`src/rtl/gdr_pkg.sv`:
```
// Shared constants and types of the grid DDA column raycaster.
package gdr_pkg;

  localparam int SCREEN_W   = 640;
  localparam int SCREEN_H   = 480;
  localparam int MAP_SIDE   = 64;
  localparam int MAP_W      = 6;
  localparam int MAP_CELLS  = MAP_SIDE * MAP_SIDE;
  localparam int ADDR_W     = 2 * MAP_W;
  localparam int STEP_LIMIT = 4 * MAP_SIDE + 8;
  localparam int CNT_W      = 9;
  localparam int HEIGHT_CAP = 2 * SCREEN_H;
  localparam int HALF_H     = SCREEN_H / 2;

  localparam int DIV_N   = 31;
  localparam int DIV_D   = 50;
  localparam int SIDE_W  = 50;
  localparam int DELTA_W = 41;
  localparam logic [DELTA_W-1:0] DELTA_INF = DELTA_W'(1) << 40;

  localparam logic [23:0] COLOR_X_SIDE = 24'hAAAAAA;
  localparam logic [23:0] COLOR_Y_SIDE = 24'h777777;

  localparam int CFG_IDX_W = 3;
  localparam int CFG_DAT_W = 22;
  localparam logic [CFG_IDX_W-1:0] CFG_PLAYER_X   = 3'd0;
  localparam logic [CFG_IDX_W-1:0] CFG_PLAYER_Y   = 3'd1;
  localparam logic [CFG_IDX_W-1:0] CFG_VIEW_DIR_X = 3'd2;
  localparam logic [CFG_IDX_W-1:0] CFG_VIEW_DIR_Y = 3'd3;
  localparam logic [CFG_IDX_W-1:0] CFG_PLANE_X    = 3'd4;
  localparam logic [CFG_IDX_W-1:0] CFG_PLANE_Y    = 3'd5;

  localparam logic KIND_MAP  = 1'b0;
  localparam logic KIND_CAST = 1'b1;

  typedef struct packed {
    logic        kind;
    logic [5:0]  cell_row;
    logic [5:0]  cell_col;
    logic        cell_is_wall;
    logic [9:0]  screen_column;
  } gdr_item_t;

  typedef struct packed {
    logic        valid;
    gdr_item_t   item;
  } gdr_head_t;

  typedef struct packed {
    logic        pop;
    logic        clr_busy;
  } gdr_ctl_t;

  typedef struct packed {
    logic [21:0]        player_x;
    logic [21:0]        player_y;
    logic signed [15:0] view_dir_x;
    logic signed [15:0] view_dir_y;
    logic signed [15:0] cam_plane_x;
    logic signed [15:0] cam_plane_y;
  } gdr_cfg_t;

endpackage

```
`src/rtl/gdr_front.sv`:
```
// Input stage: takes items, drops casts of columns off screen, and queues the rest.
module gdr_front (
  input  logic              clk_i,
  input  logic              rst_ni,
  input  logic              in_valid_i,
  output logic              in_stall_o,
  input  logic              kind_i,
  input  logic [5:0]        cell_row_i,
  input  logic [5:0]        cell_col_i,
  input  logic              cell_is_wall_i,
  input  logic [9:0]        screen_column_i,
  input  gdr_pkg::gdr_ctl_t ctl_i,
  output gdr_pkg::gdr_head_t head_o
);
  import gdr_pkg::*;

  gdr_item_t  fifo_q [2];
  logic       wr_q, rd_q;
  logic [1:0] cnt_q;
  logic       accept, keep, push, pop;
  gdr_item_t  item;

  assign item = '{kind: kind_i, cell_row: cell_row_i, cell_col: cell_col_i,
                  cell_is_wall: cell_is_wall_i, screen_column: screen_column_i};

  assign in_stall_o = (cnt_q == 2'd2) || ctl_i.clr_busy;
  assign accept     = in_valid_i && !in_stall_o;
  assign keep       = (kind_i == KIND_MAP) || (screen_column_i < 10'(SCREEN_W));
  assign push       = accept && keep;
  assign pop        = ctl_i.pop && (cnt_q != 2'd0);

  always_ff @(posedge clk_i) begin
    if (push) begin
      fifo_q[wr_q] <= item;
    end
  end

  always_ff @(posedge clk_i or negedge rst_ni) begin
    if (!rst_ni) begin
      wr_q  <= 1'b0;
      rd_q  <= 1'b0;
      cnt_q <= 2'd0;
    end else begin
      if (push) wr_q <= ~wr_q;
      if (pop) rd_q <= ~rd_q;
      cnt_q <= cnt_q + 2'(push) - 2'(pop);
    end
  end

  assign head_o.valid = (cnt_q != 2'd0);
  assign head_o.item  = fifo_q[rd_q];

endmodule

```
`config.mk`:
```
export PLATFORM = sky130hd
export DESIGN_NAME = gdr_front
export DESIGN_NICKNAME = d
export VERILOG_FILES = /design/src/rtl/gdr_pkg.sv /design/src/rtl/gdr_front.sv
export SDC_FILE = /design/constraint.sdc
export NUM_CORES = 1
export LEC_CHECK = 0
export BUFFER_PORTS_ARGS = -buffer_cell sky130_fd_sc_hd__buf_2
export CORE_MARGIN = 4
export CORE_UTILIZATION = 30
export CTS_BUF_LIST = sky130_fd_sc_hd__clkbuf_4
export CTS_CLUSTER_DIAMETER = 40
export CTS_CLUSTER_SIZE = 30
export DETAILED_ROUTE_END_ITERATION = 7
export SYNTH_ARGS = -nofsm -noshare
export SYNTH_HDL_FRONTEND = slang
export SYNTH_SLANG_ARGS = --single-unit
export TNS_END_PERCENT = 5
```
`constraint.sdc`:
```
create_clock -name clk_i -period 1.9 [get_ports clk_i]
set_input_delay 0.285 -clock clk_i [delete_from_list [all_inputs] [get_ports clk_i]]
set_output_delay 0.285 -clock clk_i [all_outputs]
set_load 0.005 [all_outputs]
```
* Yosys cells after proc, flatten, opt, wreduce, memory -nomap -nowiden
Memories as Yosys holds them, arrays and structs flattened. Cells that the tools add are included.
Storage, ports and cells: register bits after elaboration 4, RAM bits 48, input bits 29, output and inout bits 26, memories kept 1
Operators by class: add/sub/neg operators 2, order comparisons 1, equality and inequality tests 1, multiplexer cells 2, bitwise gates (word level) 3, reductions and logical operators 7
Memories:
- fifo_q | words 2, width 24, rd ports 1, clocked after Yosys merged registers in 0, wr ports 1, RTL line gdr_front.sv:17 | gdr_item_t fifo_q [2];
Operators by type and width (number):
- $lt A10 B10 Y1 const B | 1
- $logic_and A1 B1 Y1 | 3
- $not A1 Y1 | 3
- $add A2 B1 Y2 | 1
- $eq A2 B2 Y1 const B | 1
- $logic_or A1 B1 Y1 | 2
- $mux W1 | 2
- $reduce_bool A2 Y1 | 1
- $sub A2 B1 Y2 | 1
- $logic_not A1 Y1 | 1

* Longest topological paths before layout
depth after elaboration 7, mapped depth 7

* Worst setup path after synthesis
No wires, ideal clock.
path type input to register, from input port screen_column_i[8], to memory fifo_q[0][0] in the netlist's numbering (enable), setup time 0.405 ns, arrival 1.704 ns, required time 1.495 ns, slack -0.209 ns, cell stages on the path 3, cells stage by stage o211ai_1 -> nand4b_2 -> nor2_1
On the way: longest elaborated chain between the ends 5
Ends and longest elaborated chain:
- start, declared | RTL line gdr_front.sv:11 | input logic [9:0] screen_column_i,
- $lt A10 B10 Y1 | RTL line gdr_front.sv:28 | assign keep = (kind_i == KIND_MAP) || (screen_column_i < 10'(SCREEN_W));
- $logic_or A1 B1 Y1 | RTL line gdr_front.sv:28
- $logic_and A1 B1 Y1 | RTL line gdr_front.sv:29 | assign push = accept && keep;
- $mux W1 | RTL line gdr_front.sv:33 | if (push) begin
- $mux W1 (not written as such) | RTL line gdr_front.sv:34 | fifo_q[wr_q] <= item;
- end, declared | RTL line gdr_front.sv:17
No other way between the ends.

==> metrics.txt <==
status=complete, no violations; met3 Usage GRT=3.75%; via count=1024; Final ANT Viol Nets=0; pin count of the biggest net entering global routing=25; worst hold-check path type=in2reg; share of layout cells above drive strength 1=between 60% and 70%; Net Count, Synth=around 130; register area=~0.0015 mm^2; slack of the critical path=approximately 0.13 ns; CTS Buf Count=5; first-pass GRT wire length=around 5.5 mm; Layout Skew=approximately 0.014 ns; Worst path max stage delay=~0.39 ns; max_cap viols=0; fmax=approximately 570 MHz; initial antenna violation count=0; DR DRC count=0; placed insts=between 200 and 250; most frequent cells in the layout=buf_2 (54), edfxtp_1 (48), mux2_4 (19); dpl ws=~0.15 ns; FILL cells=around 600; Starting Density=31.5%; Seq/Total Area, Yosys=between 70% and 80%; Critical Path AT=1.48 ns; RSZ-0062 raised after global routing=no; final setup vio count=0; GRT Util Overall=8.66%; Worst VDD drop=0.425 mV; P_sw=approximately 850 uW; post-CTS setup buffers=0; Setup CP Type=reg2out; DR WL/cell=roughly 15 um; Slew Limit Fails=0; 1st-iter DRT viols=29; Worst Path Buf+Inv=2; total wire length=3.52 mm; yosys warns=0; P_leak=between 0.0009 and 0.001 uW; fin crit share=around 93%; Yosys reg bits=between 50 and 60; total chip power=around 3000 uW; Detailed Place HPWL=2.59 mm; mean post-synth cell area=between 20 and 25 um^2; # port buffers=54; combinational share of power=roughly 34%; Setup crit end kind=output port; Rel. slew slack=84.9%; area grow syn2layout=23.0%; CP Data Required Time=1.62 ns; RD Place Congestion=slightly below 0.7; met1 global-route usage=10.2%; worst slew pin tran=between 0.2 and 0.25 ns; startpoint class of the critical path=flip-flop; CTS tree=built; area of the multi-input gates=approximately 470 um^2; die area=~0.0082 mm^2; clock share of power=~17%; ordered cell list for the critical path=buf_6 -> mux2_2 -> buf_2; internal power=about 2100 uW; Mapped Cells=95; commonest non-fill, non-tap cell in the layout=buf_2; I/O pin total=55; Die W=roughly 91 um; met2 Usage GRT=approximately 14%; grt peak-use layer=met2; Skew-Pair Late Insertion Delay=around 0.36 ns; antenna cells=0; Reg power frac=49.5%; final hold violation count=0; CTS max path bufs=2; power density cells=approximately 1200 mW/mm^2; Nets=approximately 190; CTS root buffer=clkbuf_4; Post-Syn Area=0.00204 mm^2; routed vias/inst=4.30; min cycle time layout=roughly 1.8 ns; Crit Path Max Fanout=15; Top delay family on crit path=flip-flops; H-tree depth=2; DR pass1 iterations=2; vias in the first global route=roughly 1100; Net Sw Frac=between 20% and 30%; core box area=about 0.0065 mm^2; Die Ht=between 90 and 100 um; CTS Sinks=52; grt ovf=0; Yosys cell types=15; slowest CP cell=dfrtp_1; Core Rows=29; Final Non-Filler Cells=between 200 and 250; CTS clk-pin slew, worst paths=~0.16 ns
[sequential cells by signal (all words and copies together) (netlist names)]
register  flops
wr_q          1
fifo_q       48
cnt_q         2
rd_q          1
[timing repair]
item | in CTS | in global routing
setup endpoints to repair | 0 | 3
gates resized for setup | 0 | 1
endpoints found under the hold margin | 4 | 0
hold buffers | 1 | 0
[Yosys cell counts]
master    number  area (um^2)
or2_4          1         8.76
nand4b_2       1         15.0
nor2_1         2         7.51
edfxtp_1      48         1440
xor2_1         1         8.76
mux2_2         5         56.3
ha_1           2         25.0
buf_6          3         33.8
dfrtp_1        4          100
o211ai_1       1         7.51
xnor2_1        3         26.3
mux2_4        19          285
nand2b_1       2         12.5
and2_4         1         8.76
inv_1          2         7.51
[per-stage QoR]
step / cell area [um^2] / setup TNS (ns) / utilization, % / hold slack (ns)
2_1_floorplan: 2040 / -10.03 / - / -0.0106
3_3_place_gp: 2440 / 0 / 37.6 / 0.0906
3_5_place_dp: 2440 / 0 / 37.6 / 0.0957
4_1_cts: 2510 / 0 / 38.7 / 0.0711
5_1_grt: 2510 / 0 / 38.7 / 0.0509
6_report: 2510 / 0 / 38.7 / 0.0937
[layer usage]
layer  part of all wire (%)  vias up
met4                    1.2        0
li1                       -      490
met1                     42      485
met3                    8.6        6
met2                     48       43
met5                      0        -
[power by group through the flow]
stage          Clock [uW]  Sequential [uW]  Combinational (uW)
2_1_floorplan           0             1490                 711
3_3_place_gp            0             1490                1000
4_1_cts               523             1480                1050
6_report              498             1480                1020
3_5_place_dp            0             1510                1040
5_1_grt               576             1500                1110
[worst paths after layout]
path	startpoint	end	slack [ns]	depth (start not counted)
setup / recovery	rd_q$_DFFE_PN0P_	head_o[22]	0.13	3
hold / removal	screen_column_i[6]	fifo_q[0][6]$_DFFE_PP_	0.09	1
setup reg to reg	cnt_q[1]$_DFF_PN0_	cnt_q[1]$_DFF_PN0_	0.15	7
hold reg to reg	wr_q$_DFFE_PN0P_	wr_q$_DFFE_PN0P_	0.55	1
max in group asynchronous	rst_ni	wr_q$_DFFE_PN0P_	1.54	2
min in group asynchronous	rst_ni	cnt_q[1]$_DFF_PN0_	0.24	2
[cell type report]
| class | instances | share of cell area, % |
|---|---|---|
| clock buffers | 5 | 1.49 |
| clock inverters | 3 | 0.945 |
| inverters | 2 | 0.299 |
| multi-input cells | 38 | 18.6 |
| flip-flops and latches | 52 | 61.3 |
| repair buffers | 61 | 13.6 |
| well taps | 77 | 3.83 |
[logic make-up (layout without fill, tap and decap cells)]
kind of cell | after synthesis | in the layout | synth area share [%]
XOR/XNOR | 4 | 4 | 1.71
AO/OA/AOI/OAI | 1 | 1 | 0.367
adder cells (fa/ha/maj) | 2 | 2 | 1.22
buffers and inverters | 5 | 71 | 2.02
flip-flops | 52 | 52 | 75.4
AND/OR/NAND/NOR | 7 | 7 | 2.57
multiplexers | 24 | 24 | 16.7
(Power assumes the default switching activity.)
